==> src/rtl/dll_pkg.sv <==
package dll_pkg;

    localparam int CAPACITY = 16;
    localparam int DATA_W   = 32;
    localparam int IDX_W    = $clog2(CAPACITY);
    localparam int PTR_W    = IDX_W + 1;
    localparam int CMD_W    = 4;
    localparam int STAT_W   = 2;

    localparam logic [PTR_W-1:0] NIL = PTR_W'(CAPACITY);

    localparam logic [CMD_W-1:0] CMD_FIRST      = 4'd0;
    localparam logic [CMD_W-1:0] CMD_NEXT       = 4'd1;
    localparam logic [CMD_W-1:0] CMD_LAST       = 4'd2;
    localparam logic [CMD_W-1:0] CMD_PREV       = 4'd3;
    localparam logic [CMD_W-1:0] CMD_PUSH_FRONT = 4'd4;
    localparam logic [CMD_W-1:0] CMD_PUSH_BACK  = 4'd5;
    localparam logic [CMD_W-1:0] CMD_PUSH_AFTER = 4'd6;
    localparam logic [CMD_W-1:0] CMD_POP_FRONT  = 4'd7;
    localparam logic [CMD_W-1:0] CMD_POP_BACK   = 4'd8;
    localparam logic [CMD_W-1:0] CMD_POP_CURSOR = 4'd9;
    localparam logic [CMD_W-1:0] CMD_CLEAR      = 4'd10;

    localparam logic [STAT_W-1:0] ST_OK      = 2'd0;
    localparam logic [STAT_W-1:0] ST_NO_NODE = 2'd1;
    localparam logic [STAT_W-1:0] ST_FULL    = 2'd2;

    typedef struct packed {
        logic accept;
        logic exec;
        logic fin;
    } ctrl_cmd_t;

    typedef struct packed {
        logic need_fin;
    } ctrl_stat_t;

    function automatic logic ptr_ok(input logic [PTR_W-1:0] p);
        return p < NIL;
    endfunction

endpackage

==> src/rtl/doubly_linked_list_with_cursor.sv <==
// A request is registered on acceptance and executed in state EXEC. Moves to first or
// last, pops, clear, failed requests and push back onto an empty list then raise done;
// next, prev (to read the node) and every other successful push (each link memory has
// one write port) take FIN after it. New requests are taken only while busy is low.
// Reset (rst_n, async, active low) empties the list; node memories hold no reset value.
// Results show for one cycle with done high; the receiver cannot stall.
module doubly_linked_list_with_cursor
(
    input  logic                        clk,
    input  logic                        rst_n,
    input  logic                        start,
    output logic                        busy,
    input  logic [dll_pkg::CMD_W-1:0]   command,
    input  logic [dll_pkg::DATA_W-1:0]  data_in,
    output logic                        done,
    output logic [dll_pkg::DATA_W-1:0]  data_out,
    output logic                        has_data,
    output logic [dll_pkg::STAT_W-1:0]  status
);

    dll_pkg::ctrl_cmd_t  ctl_cmd;
    dll_pkg::ctrl_stat_t ctl_stat;

    dll_ctrl u_ctrl
    (
        .clk   (clk),
        .rst_n (rst_n),
        .start (start),
        .stat  (ctl_stat),
        .cmd   (ctl_cmd),
        .busy  (busy),
        .done  (done)
    );

    dll_datapath u_datapath
    (
        .clk      (clk),
        .rst_n    (rst_n),
        .cmd      (ctl_cmd),
        .stat     (ctl_stat),
        .command  (command),
        .data_in  (data_in),
        .data_out (data_out),
        .has_data (has_data),
        .status   (status)
    );

`ifndef NO_ASSERTIONS
    a_accept_busy: assert property (@(posedge clk) disable iff (!rst_n)
        start && !busy |=> busy)
        else $error("request accepted but busy not raised");

    a_done_single: assert property (@(posedge clk) disable iff (!rst_n)
        done |=> !done)
        else $error("done strobe lasted more than one cycle");

    a_data_ok: assert property (@(posedge clk) disable iff (!rst_n)
        done && has_data |-> status == dll_pkg::ST_OK)
        else $error("data returned with failing status");

    a_zero_data: assert property (@(posedge clk) disable iff (!rst_n)
        done && !has_data |-> data_out == '0)
        else $error("nonzero data without has_data");
`endif

endmodule

==> src/rtl/dll_ctrl.sv <==
module dll_ctrl
(
    input  logic                clk,
    input  logic                rst_n,
    input  logic                start,
    input  dll_pkg::ctrl_stat_t stat,
    output dll_pkg::ctrl_cmd_t  cmd,
    output logic                busy,
    output logic                done
);

    localparam logic [1:0] S_IDLE = 2'd0;
    localparam logic [1:0] S_EXEC = 2'd1;
    localparam logic [1:0] S_FIN  = 2'd2;

    logic [1:0] state_reg;
    logic [1:0] state_next;
    logic       done_reg;
    logic       done_next;

    always_comb
    begin
        state_next = state_reg;
        done_next  = 1'b0;
        case (state_reg)
            S_IDLE:
            begin
                if (start)
                    state_next = S_EXEC;
            end
            S_EXEC:
            begin
                if (stat.need_fin)
                    state_next = S_FIN;
                else
                begin
                    state_next = S_IDLE;
                    done_next  = 1'b1;
                end
            end
            S_FIN:
            begin
                state_next = S_IDLE;
                done_next  = 1'b1;
            end
            default:
                state_next = S_IDLE;
        endcase
    end

    always_ff @(posedge clk or negedge rst_n)
    begin
        if (!rst_n)
        begin
            state_reg <= S_IDLE;
            done_reg  <= 1'b0;
        end
        else
        begin
            state_reg <= state_next;
            done_reg  <= done_next;
        end
    end

    assign busy       = (state_reg != S_IDLE);
    assign done       = done_reg;
    assign cmd.accept = (state_reg == S_IDLE) && start;
    assign cmd.exec   = (state_reg == S_EXEC);
    assign cmd.fin    = (state_reg == S_FIN);

endmodule

==> src/rtl/dll_datapath.sv <==
module dll_datapath
(
    input  logic                                clk,
    input  logic                                rst_n,
    input  dll_pkg::ctrl_cmd_t                  cmd,
    output dll_pkg::ctrl_stat_t                 stat,
    input  logic [dll_pkg::CMD_W-1:0]           command,
    input  logic [dll_pkg::DATA_W-1:0]          data_in,
    output logic [dll_pkg::DATA_W-1:0]          data_out,
    output logic                                has_data,
    output logic [dll_pkg::STAT_W-1:0]          status
);

    logic [dll_pkg::DATA_W-1:0] data_mem [dll_pkg::CAPACITY];
    logic [dll_pkg::PTR_W-1:0]  next_mem [dll_pkg::CAPACITY];
    logic [dll_pkg::PTR_W-1:0]  prev_mem [dll_pkg::CAPACITY];

    logic [dll_pkg::CMD_W-1:0]    cmd_reg;
    logic [dll_pkg::DATA_W-1:0]   din_reg;
    logic [dll_pkg::PTR_W-1:0]    addr_reg;
    logic [dll_pkg::IDX_W-1:0]    new_reg;
    logic [dll_pkg::CAPACITY-1:0] used_reg, used_next;
    logic [dll_pkg::PTR_W-1:0]    head_reg, head_next;
    logic [dll_pkg::PTR_W-1:0]    tail_reg, tail_next;
    logic [dll_pkg::PTR_W-1:0]    cursor_reg, cursor_next;
    logic [dll_pkg::DATA_W-1:0]   rd_data_reg;
    logic [dll_pkg::PTR_W-1:0]    rd_next_reg;
    logic [dll_pkg::PTR_W-1:0]    rd_prev_reg;
    logic [dll_pkg::DATA_W-1:0]   dout_reg, dout_next;
    logic                         has_reg, has_next;
    logic [dll_pkg::STAT_W-1:0]   stat_reg, stat_next;
    logic                         load_out;

    logic [dll_pkg::PTR_W-1:0]  acc_addr;
    logic [dll_pkg::PTR_W-1:0]  move_tgt;
    logic [dll_pkg::IDX_W-1:0]  free_idx;
    logic                       free_ok;
    logic                       addr_ok;
    logic                       need_fin;

    logic                       data_we;
    logic [dll_pkg::IDX_W-1:0]  data_wa;
    logic                       next_we;
    logic [dll_pkg::IDX_W-1:0]  next_wa;
    logic [dll_pkg::PTR_W-1:0]  next_wd;
    logic                       prev_we;
    logic [dll_pkg::IDX_W-1:0]  prev_wa;
    logic [dll_pkg::PTR_W-1:0]  prev_wd;
    logic [dll_pkg::IDX_W-1:0]  data_ra;

    always_comb
    begin
        case (command)
            dll_pkg::CMD_FIRST, dll_pkg::CMD_PUSH_FRONT, dll_pkg::CMD_POP_FRONT:
                acc_addr = head_reg;
            dll_pkg::CMD_LAST, dll_pkg::CMD_PUSH_BACK, dll_pkg::CMD_POP_BACK:
                acc_addr = tail_reg;
            default:
                acc_addr = cursor_reg;
        endcase
    end

    always_comb
    begin
        free_idx = '0;
        free_ok  = 1'b0;
        for (int i = dll_pkg::CAPACITY - 1; i >= 0; i--)
        begin
            if (!used_reg[i])
            begin
                free_idx = dll_pkg::IDX_W'(i);
                free_ok  = 1'b1;
            end
        end
    end

    assign addr_ok  = dll_pkg::ptr_ok(addr_reg);
    assign move_tgt = !addr_ok ? dll_pkg::NIL :
                      (cmd_reg == dll_pkg::CMD_NEXT) ? rd_next_reg : rd_prev_reg;
    assign data_ra  = cmd.accept ? acc_addr[dll_pkg::IDX_W-1:0]
                                 : move_tgt[dll_pkg::IDX_W-1:0];

    always_comb
    begin
        used_next   = used_reg;
        head_next   = head_reg;
        tail_next   = tail_reg;
        cursor_next = cursor_reg;
        dout_next   = '0;
        has_next    = 1'b0;
        stat_next   = dll_pkg::ST_OK;
        need_fin    = 1'b0;
        data_we     = 1'b0;
        data_wa     = free_idx;
        next_we     = 1'b0;
        next_wa     = free_idx;
        next_wd     = dll_pkg::NIL;
        prev_we     = 1'b0;
        prev_wa     = free_idx;
        prev_wd     = dll_pkg::NIL;
        if (cmd.exec)
        begin
            case (cmd_reg)
                dll_pkg::CMD_FIRST, dll_pkg::CMD_LAST:
                begin
                    if (addr_ok)
                    begin
                        cursor_next = addr_reg;
                        dout_next   = rd_data_reg;
                        has_next    = 1'b1;
                    end
                    else
                        stat_next = dll_pkg::ST_NO_NODE;
                end
                dll_pkg::CMD_NEXT, dll_pkg::CMD_PREV:
                begin
                    if (dll_pkg::ptr_ok(move_tgt))
                    begin
                        cursor_next = move_tgt;
                        need_fin    = 1'b1;
                    end
                    else
                        stat_next = dll_pkg::ST_NO_NODE;
                end
                dll_pkg::CMD_PUSH_FRONT:
                begin
                    if (free_ok)
                    begin
                        need_fin            = 1'b1;
                        used_next[free_idx] = 1'b1;
                        data_we             = 1'b1;
                        next_we             = 1'b1;
                        next_wd             = head_reg;
                        prev_we             = addr_ok;
                        prev_wa             = addr_reg[dll_pkg::IDX_W-1:0];
                        prev_wd             = {1'b0, free_idx};
                        head_next           = {1'b0, free_idx};
                        if (!dll_pkg::ptr_ok(tail_reg))
                            tail_next = {1'b0, free_idx};
                    end
                    else
                        stat_next = dll_pkg::ST_FULL;
                end
                dll_pkg::CMD_PUSH_BACK, dll_pkg::CMD_PUSH_AFTER:
                begin
                    if (cmd_reg == dll_pkg::CMD_PUSH_BACK)
                        cursor_next = addr_reg;
                    if (cmd_reg == dll_pkg::CMD_PUSH_AFTER && !addr_ok)
                        stat_next = dll_pkg::ST_NO_NODE;
                    else if (!free_ok)
                        stat_next = dll_pkg::ST_FULL;
                    else
                    begin
                        used_next[free_idx] = 1'b1;
                        data_we             = 1'b1;
                        next_we             = 1'b1;
                        prev_we             = 1'b1;
                        if (!addr_ok)
                        begin
                            head_next = {1'b0, free_idx};
                            tail_next = {1'b0, free_idx};
                        end
                        else
                        begin
                            need_fin = 1'b1;
                            next_wd  = rd_next_reg;
                            prev_wd  = addr_reg;
                            if (addr_reg == tail_reg)
                                tail_next = {1'b0, free_idx};
                        end
                    end
                end
                dll_pkg::CMD_POP_FRONT, dll_pkg::CMD_POP_BACK, dll_pkg::CMD_POP_CURSOR:
                begin
                    cursor_next = addr_reg;
                    if (addr_ok)
                    begin
                        next_we  = dll_pkg::ptr_ok(rd_prev_reg);
                        next_wa  = rd_prev_reg[dll_pkg::IDX_W-1:0];
                        next_wd  = rd_next_reg;
                        prev_we  = dll_pkg::ptr_ok(rd_next_reg);
                        prev_wa  = rd_next_reg[dll_pkg::IDX_W-1:0];
                        prev_wd  = rd_prev_reg;
                        if (addr_reg == head_reg)
                            head_next = rd_next_reg;
                        if (addr_reg == tail_reg)
                            tail_next = rd_prev_reg;
                        cursor_next = dll_pkg::ptr_ok(rd_next_reg) ? rd_next_reg : rd_prev_reg;
                        used_next[addr_reg[dll_pkg::IDX_W-1:0]] = 1'b0;
                        dout_next = rd_data_reg;
                        has_next  = 1'b1;
                    end
                    else
                        stat_next = dll_pkg::ST_NO_NODE;
                end
                dll_pkg::CMD_CLEAR:
                begin
                    used_next   = '0;
                    head_next   = dll_pkg::NIL;
                    tail_next   = dll_pkg::NIL;
                    cursor_next = dll_pkg::NIL;
                end
                default:
                    stat_next = dll_pkg::ST_NO_NODE;
            endcase
        end
        else if (cmd.fin)
        begin
            case (cmd_reg)
                dll_pkg::CMD_NEXT, dll_pkg::CMD_PREV:
                begin
                    dout_next = rd_data_reg;
                    has_next  = 1'b1;
                end
                dll_pkg::CMD_PUSH_FRONT:
                begin
                    prev_we = 1'b1;
                    prev_wa = new_reg;
                    prev_wd = dll_pkg::NIL;
                end
                default:
                begin
                    next_we = 1'b1;
                    next_wa = addr_reg[dll_pkg::IDX_W-1:0];
                    next_wd = {1'b0, new_reg};
                    prev_we = dll_pkg::ptr_ok(rd_next_reg);
                    prev_wa = rd_next_reg[dll_pkg::IDX_W-1:0];
                    prev_wd = {1'b0, new_reg};
                end
            endcase
        end
    end

    assign load_out      = (cmd.exec && !need_fin) || cmd.fin;
    assign stat.need_fin = need_fin;

    always_ff @(posedge clk)
    begin
        if (data_we)
            data_mem[data_wa] <= din_reg;
        if (next_we)
            next_mem[next_wa] <= next_wd;
        if (prev_we)
            prev_mem[prev_wa] <= prev_wd;
        if (cmd.accept || cmd.exec)
            rd_data_reg <= data_mem[data_ra];
        if (cmd.accept)
        begin
            rd_next_reg <= next_mem[acc_addr[dll_pkg::IDX_W-1:0]];
            rd_prev_reg <= prev_mem[acc_addr[dll_pkg::IDX_W-1:0]];
            cmd_reg     <= command;
            din_reg     <= data_in;
            addr_reg    <= acc_addr;
        end
        if (cmd.exec)
            new_reg <= free_idx;
        if (load_out)
        begin
            dout_reg <= dout_next;
            has_reg  <= has_next;
            stat_reg <= stat_next;
        end
    end

    always_ff @(posedge clk or negedge rst_n)
    begin
        if (!rst_n)
        begin
            used_reg   <= '0;
            head_reg   <= dll_pkg::NIL;
            tail_reg   <= dll_pkg::NIL;
            cursor_reg <= dll_pkg::NIL;
        end
        else
        begin
            used_reg   <= used_next;
            head_reg   <= head_next;
            tail_reg   <= tail_next;
            cursor_reg <= cursor_next;
        end
    end

    assign data_out = dout_reg;
    assign has_data = has_reg;
    assign status   = stat_reg;

endmodule
==> config.mk <==
export PLATFORM = sky130hd
export DESIGN_NAME = doubly_linked_list_with_cursor
export DESIGN_NICKNAME = d
export VERILOG_FILES = /design/src/rtl/dll_pkg.sv /design/src/rtl/doubly_linked_list_with_cursor.sv /design/src/rtl/dll_ctrl.sv /design/src/rtl/dll_datapath.sv
export SDC_FILE = /design/constraint.sdc
export NUM_CORES = 1
export LEC_CHECK = 0
export ABC_CLOCK_PERIOD_IN_PS = 6500
export BUFFER_PORTS_ARGS = -buffer_cell sky130_fd_sc_hd__buf_2
export CAP_MARGIN = 20
export CORE_MARGIN = 3
export CORE_UTILIZATION = 33
export CTS_CLUSTER_DIAMETER = 50
export CTS_CLUSTER_SIZE = 25
export DETAILED_ROUTE_END_ITERATION = 8
export GPL_TIMING_DRIVEN = 0
export SETUP_SLACK_MARGIN = 0.15
export SLEW_MARGIN = 0
export SYNTH_ARGS = -nofsm -noshare
export SYNTH_HDL_FRONTEND = slang
export SYNTH_SLANG_ARGS = --single-unit
==> constraint.sdc <==
create_clock -name clk -period 6.5 [get_ports clk]
set_input_delay 1.625 -clock clk [delete_from_list [all_inputs] [get_ports clk]]
set_output_delay 1.625 -clock clk [all_outputs]
set_load 0.1 [all_outputs]
## Word-level counts from Yosys, hierarchy flattened

Memories as Yosys holds them, arrays and structs flattened. A register that Yosys moved wholly into a read port is not among the register bits.
Cells that the tools add are included.

| storage, ports and cells | value |
|---|---|
| bits in registers | 114 |
| memory bits (writable) | 672 |
| input port bits | 39 |
| output and inout bits | 37 |
| memories kept | 3 |

| operators by class | value |
|---|---|
| magnitude comparators | 9 |
| equality and inequality tests | 32 |
| muxes and demuxes | 138 |
| bitwise logic cells | 3 |
| reductions and logical operators | 27 |

Memory list:

| name | depth | width | rd ports | clocked after Yosys merged registers in | wr ports | line | RTL |
|---|---|---|---|---|---|---|---|
| u_datapath.data_mem | 16 | 32 | 1 | 1 | 1 | dll_datapath.sv:14 | `logic [dll_pkg::DATA_W-1:0] data_mem [dll_pkg::CAPACITY];` |
| u_datapath.next_mem | 16 | 5 | 1 | 1 | 1 | dll_datapath.sv:15 | `logic [dll_pkg::PTR_W-1:0] next_mem [dll_pkg::CAPACITY];` |
| u_datapath.prev_mem | 16 | 5 | 1 | 1 | 1 | dll_datapath.sv:16 | `logic [dll_pkg::PTR_W-1:0] prev_mem [dll_pkg::CAPACITY];` |

Operator list:

| cell | number |
|---|---|
| two-way mux 5 bit | 34 |
| two-way mux 32 bit | 5 |
| two-way mux 4 bit | 26 |
| one-hot mux 16 bit (4 select lines) | 1 |
| two-way mux 16 bit | 3 |
| two-way mux 1 bit | 47 |
| one-hot mux 5 bit (4 select lines) | 2 |
| one-hot mux 5 bit (3 select lines) | 2 |
| equality test 4 x 3 -> 1 bit (second input constant) | 7 |
| < comparator 5 bit (second input constant) | 5 |
| one-hot mux 5 bit (5 select lines) | 1 |
| AND 16 bit | 1 |
| equality test 4 bit (second input constant) | 4 |
| inequality test 2 x 1 -> 1 bit (second input constant) | 8 |
| inverter 16 bit | 1 |
| bitwise OR 16 bit | 1 |
| one-hot mux 4 bit (2 select lines) | 2 |
| equality test 4 x 2 -> 1 bit (second input constant) | 3 |
| OR reduction 3 bit | 4 |
| equality test 5 bit | 2 |
| < comparator 4 x 5 -> 1 bit (second input constant) | 2 |
| one-hot mux 2 bit (5 select lines) | 1 |
| one-hot mux 5 bit (2 select lines) | 1 |
| one-hot mux 1 bit (3 select lines) | 3 |
| 24 further kinds | 43 |

## Logic depth before layout (Yosys ltp)

| logic depth | value |
|---|---|
| depth in word-level cells | 24 |
| depth in mapped cells | 13 |
| depth with buffers taken out | 10 |

## Modules after synthesis

Synthesis repeated with hierarchy kept, for this count alone.

| second synthesis, totals | value |
|---|---|
| cells, all modules | 2157 |
| area, all modules | 33497.1 µm² |

By module, submodules not included:

| module | times used | cells each | area an instance (µm²) | seq. area each (µm²) |
|---|---|---|---|---|
| dll_datapath | 1 | 2140 | 33296.9 | 24622.4 |
| dll_ctrl | 1 | 17 | 200.2 | 75.1 |

## Worst setup path after synthesis

OpenSTA, ideal clock, no wires.

| timing path | value |
|---|---|
| kind | input-to-reg |
| start point | input port start |
| end point | register u_datapath.rd_data_reg[10] (netlist bit) (read register of u_datapath.data_mem) (data pin) |
| setup time | 0.272 ns |
| arrival | 4.926 ns |
| required time | 6.228 ns |
| setup slack | 1.302 ns |
| stages | 10 |
| path buffers | 2 |
| cells stage by stage | nand2_1 -> inv_1 -> nand2b_1 -> o32a_1 -> o21ai_1 -> buf_2 -> clkbuf_1 -> mux2i_1 -> o22ai_1 -> or4_1 |

RTL lines:

| item | line | RTL |
|---|---|---|
| start: declaration | doubly_linked_list_with_cursor.sv:11 | `input logic start,` |
| end: declaration | dll_datapath.sv:26 | `logic [dll_pkg::DATA_W-1:0] rd_data_reg;` |

## Final worst setup path

| timing path | value |
|---|---|
| start point | input port command[2] (netlist bit) |
| end point | register u_datapath.rd_data_reg[16] (netlist bit) (read register of u_datapath.data_mem) (data pin) |

| on the way | value |
|---|---|
| word-level cells in the longest chain between the ends | 4 |
| elaborated cells on any way between the ends | 10 |
| classes of those cells | 5 x eq/ne; 2 x mux; 3 x reduce/logical |

Ends and longest elaborated chain:

| item | line | RTL |
|---|---|---|
| start: declaration | doubly_linked_list_with_cursor.sv:13 | `input logic [dll_pkg::CMD_W-1:0] command,` |
| equality test 4 x 2 -> 1 bit, or another cell as far along | dll_datapath.sv:53 | `case (command)` |
| OR reduction 3 bit | dll_datapath.sv:53 |  |
| one-hot mux 5 bit (2 select lines) * | dll_datapath.sv:53 |  |
| two-way mux 4 bit * | dll_datapath.sv:80 | `assign data_ra = cmd.accept ? acc_addr[dll_pkg::IDX_W-1:0]` |

Mark *: on every way between the ends. The rest lies on a longest branch, timed or not.
A chain may end at the register's enable or synchronous reset.

==> results.md <==
* Synth unique cells at 72
* I/O pins at 76
* Design area at 0.03897 mm^2
* CORE AREA at 0.09928 mm^2
* Crit-path max cell delay at 840 ps
* First drt pass iteration count at 9
* GR Overflow Total at 0
* Post-synthesis sequential area ratio at 0.7408
* Status: finished, final reports clean
* Worst-path clk slew at ~80 ps
* Area share of the largest cell type after synthesis at 0.7152
* Clock Skew at between 70 and 80 ps
* PD cells at roughly 440 mW/mm^2
* Achievable Freq at 183.1 MHz
* Final WL at 88.60 mm
* Slowest CP cell: buf_1
* Setup CP Type: input pin to flop
* Sum Neg Setup Slack at 0 ps
* Root Buffer: clkbuf_16
* Most used cell, CP: buf_2
* WP data required at 6870 ps
* Final Hold Viols at 0
* Largest delay contributor family on the critical path: buffers and inverters
* Switch share at 0.3630
* Initial antenna violation count at 5
* WL/cell at ~24 um
* Vias per inst at 5.450
* Worst vdd ir at approximately 0.00034 V
* Commonest cells post-synth: edfxtp_1 (794), mux2i_1 (301), o22ai_1 (131), clkbuf_1 (81), o21ai_0 (79)
* Largest registers: u_datapath.data_mem (512), u_datapath.next_mem (80), u_datapath.prev_mem (80)
* Biggest register: u_datapath.data_mem
* Max FFs per register at about 500
* GRT Overall Usage at 0.1661
* DRT iter0 DRCs at 2193
* Worst-Margin Slew at about 1100 ps
* Post-CTS sizing at 0
* Reg-to-Reg Start: u_ctrl.state_reg[0]
* Top_reg_cell synth: edfxtp_1
* Pint at approximately 11 mW
* Top post-synthesis cells by area: edfxtp_1 (72%), mux2i_1 (9.0%), o22ai_1 (2.5%), dfrtp_1 (2.3%), o21ai_0 (1.2%)
* RSZ-0062 raised after global routing: false
* Critical-path maximum fanout at 10
* Worst-case clock buffer depth at 3
* IO buf count at 75
* Crit path launch: command[2]
* Post-DP Area at 0.03603 mm^2
* Minimum clock period at about 5500 ps
* Vias in the first global route at ~20000
* Crit. End Element: flop
* Clock power frac at 0.294
* Switching power at roughly 6.2 mW
* Type of the most critical hold path: flop to flop
* CTS buffer count at between 80 and 90
* Clock Latency Late Sink at roughly 660 ps
* Leakage at about 13 nW
* CP Launch Type: input pin
* Die span in x at between 300 and 400 um
* Post-CTS Hold Fix Bufs at 0
* CP arrival at 5830 ps
* Initial core utilization at 0.3358
* Global-route wire length before repair at about 130 mm
* Finished Core Util at 0.3925
* Setup Viol. Count Final at 0
* Mean post-synth cell area at roughly 16 um^2
* Most frequent cell after synthesis: edfxtp_1
* CP bufs+invs at 4
* Seq pwr share at 0.413
* Post-synth ARST share at 0.04106
* Seq cells post-synth at a little over 800
* Remaining antenna violation count at 0
* H-tree depth at 3
* Total vias in the final route at about 20000
* Clock sink total at 828
* Hold path start: u_datapath.rd_data_reg[4]
* Die area at between 0.1 and 0.15 mm^2
* Worst slew margin at 0.2655
* Die height at around 320 um
* Final routed DRC violation total at 0
* Share of layout cells above drive strength 1 at 0.1511
* Comb power frac at 0.294
* Ys Warns at 0
* Gp weighted congestion at around 0.89
* CP cell instances: buf_2, clkbuf_1, nor3b_1, a22oi_1, a2bb2oi_1, o21ai_1, buf_2, buf_1, mux2i_1, o22ai_1, or4_1
* Detailed placement HPWL at around 59 mm
* Period utilization at 0.8401
* FP Rows at between 100 and 150
* Syn Inst Count at approximately 2100
* Area grow syn2layout at 16.89%
* Synthesized cell area at ~0.033 mm^2
* TritonCTS clock tree: built
* Post-synth EDFFs at approximately 800
* Syn Nets at roughly 2100
* Post-CTS Setup Bufs at 0
* Slew Viols, Final at 0
* Net count reported at finish at about 2300
* Max cap viols at 0
* Largest net degree at the start of global routing at 35
* Largest area contributor in the netlist: edfxtp_1
[kinds of logic after synthesis]
logic type               after synthesis  share of synthesized area
flip-flops                           828                     0.7408
adder cells (fa/ha/maj)                3                   0.001126
AND/OR/NAND/NOR                      393                    0.06534
XOR/XNOR                              10                   0.002627
multiplexers                         327                    0.09916
buffers and inverters                142                    0.01726
AO/OA/AOI/OAI                        375                    0.07367
[per-layer routing]
metal  wire [um]  vias up  global-route usage  share of wire
li1            -     8736                   -              -
met1       36490     9951              0.2221           0.41
met2       42560      883              0.2764           0.48
met3        6719      191             0.02758          0.076
met4        2812        2             0.05455          0.032
met5          13        -                   0        0.00015
[cell usage in the layout (no fill, tap or decap), types with 12 or more instances in the layout]
cell type,netlist,layout
inv_1,22,21
nor2_1,54,38
o21ai_0,79,71
nand2_1,57,56
or4_1,32,32
buf_12,0,12
nor2b_1,45,45
nor2_4,0,16
a221oi_1,16,16
buf_2,26,103
a21oi_1,44,43
nor3_1,32,32
edfxtp_1,794,794
inv_8,0,13
nand4_1,45,45
inv_6,0,14
mux2_2,26,26
dfrtp_1,31,31
nand3_1,62,62
o22ai_1,131,131
clkbuf_16,0,83
mux2i_1,301,301
clkbuf_1,81,84
[area by class of cell]
| cell class | count | area (um^2) |
|---|---|---|
| fillers | 9019 | 60310 |
| flip-flops and latches | 828 | 24700 |
| multi-input cells | 1108 | 8218 |
| clock buffers | 87 | 2102 |
| well taps | 1287 | 1610 |
| repair buffers | 106 | 932.1 |
| clock inverters | 65 | 824.5 |
| plain buffers | 120 | 493.0 |
| inverters | 22 | 85.08 |
| diodes | 3 | 7.507 |
[stage by stage]
stage / setup slack (ps) / total power [mW] / instances / hold slack, ps
2_1_floorplan: 1302 / 10.36 / 2078 / 454.7
3_3_place_gp: -1338 / 11.98 / 3440 / 482.3
3_5_place_dp: 445.7 / 12.15 / 3470 / 520.5
4_1_cts: 1137 / 17.16 / 3622 / 529.3
5_1_grt: 826.4 / 17.72 / 3623 / 566.9
6_report: 1039 / 17.08 / 3626 / 524.4
[power groups by stage]
stage	combinational [mW]	sequential (mW)	clock, mW
6_report	5.02	7.04	5.02
5_1_grt	5.30	7.09	5.33
4_1_cts	5.01	7.04	5.11
3_5_place_dp	5.00	7.15	0
3_3_place_gp	4.83	7.16	0
2_1_floorplan	2.64	7.72	0
[final timing paths]
check | to | slack (ps) | depth (start not counted)
min in group asynchronous | u_ctrl.done | 1130 | 1
max in group asynchronous | u_datapath.cursor_reg[3] | 4670 | 1
setup reg to reg | u_datapath.rd_data_reg[16] | 1770 | 12
hold reg to reg | u_datapath.data_out[4] | 520 | 1
hold / removal | u_datapath.data_out[4] | 520 | 1
setup / recovery | u_datapath.rd_data_reg[16] | 1040 | 11
No activity file was read; power rests on OpenSTA's default activity.
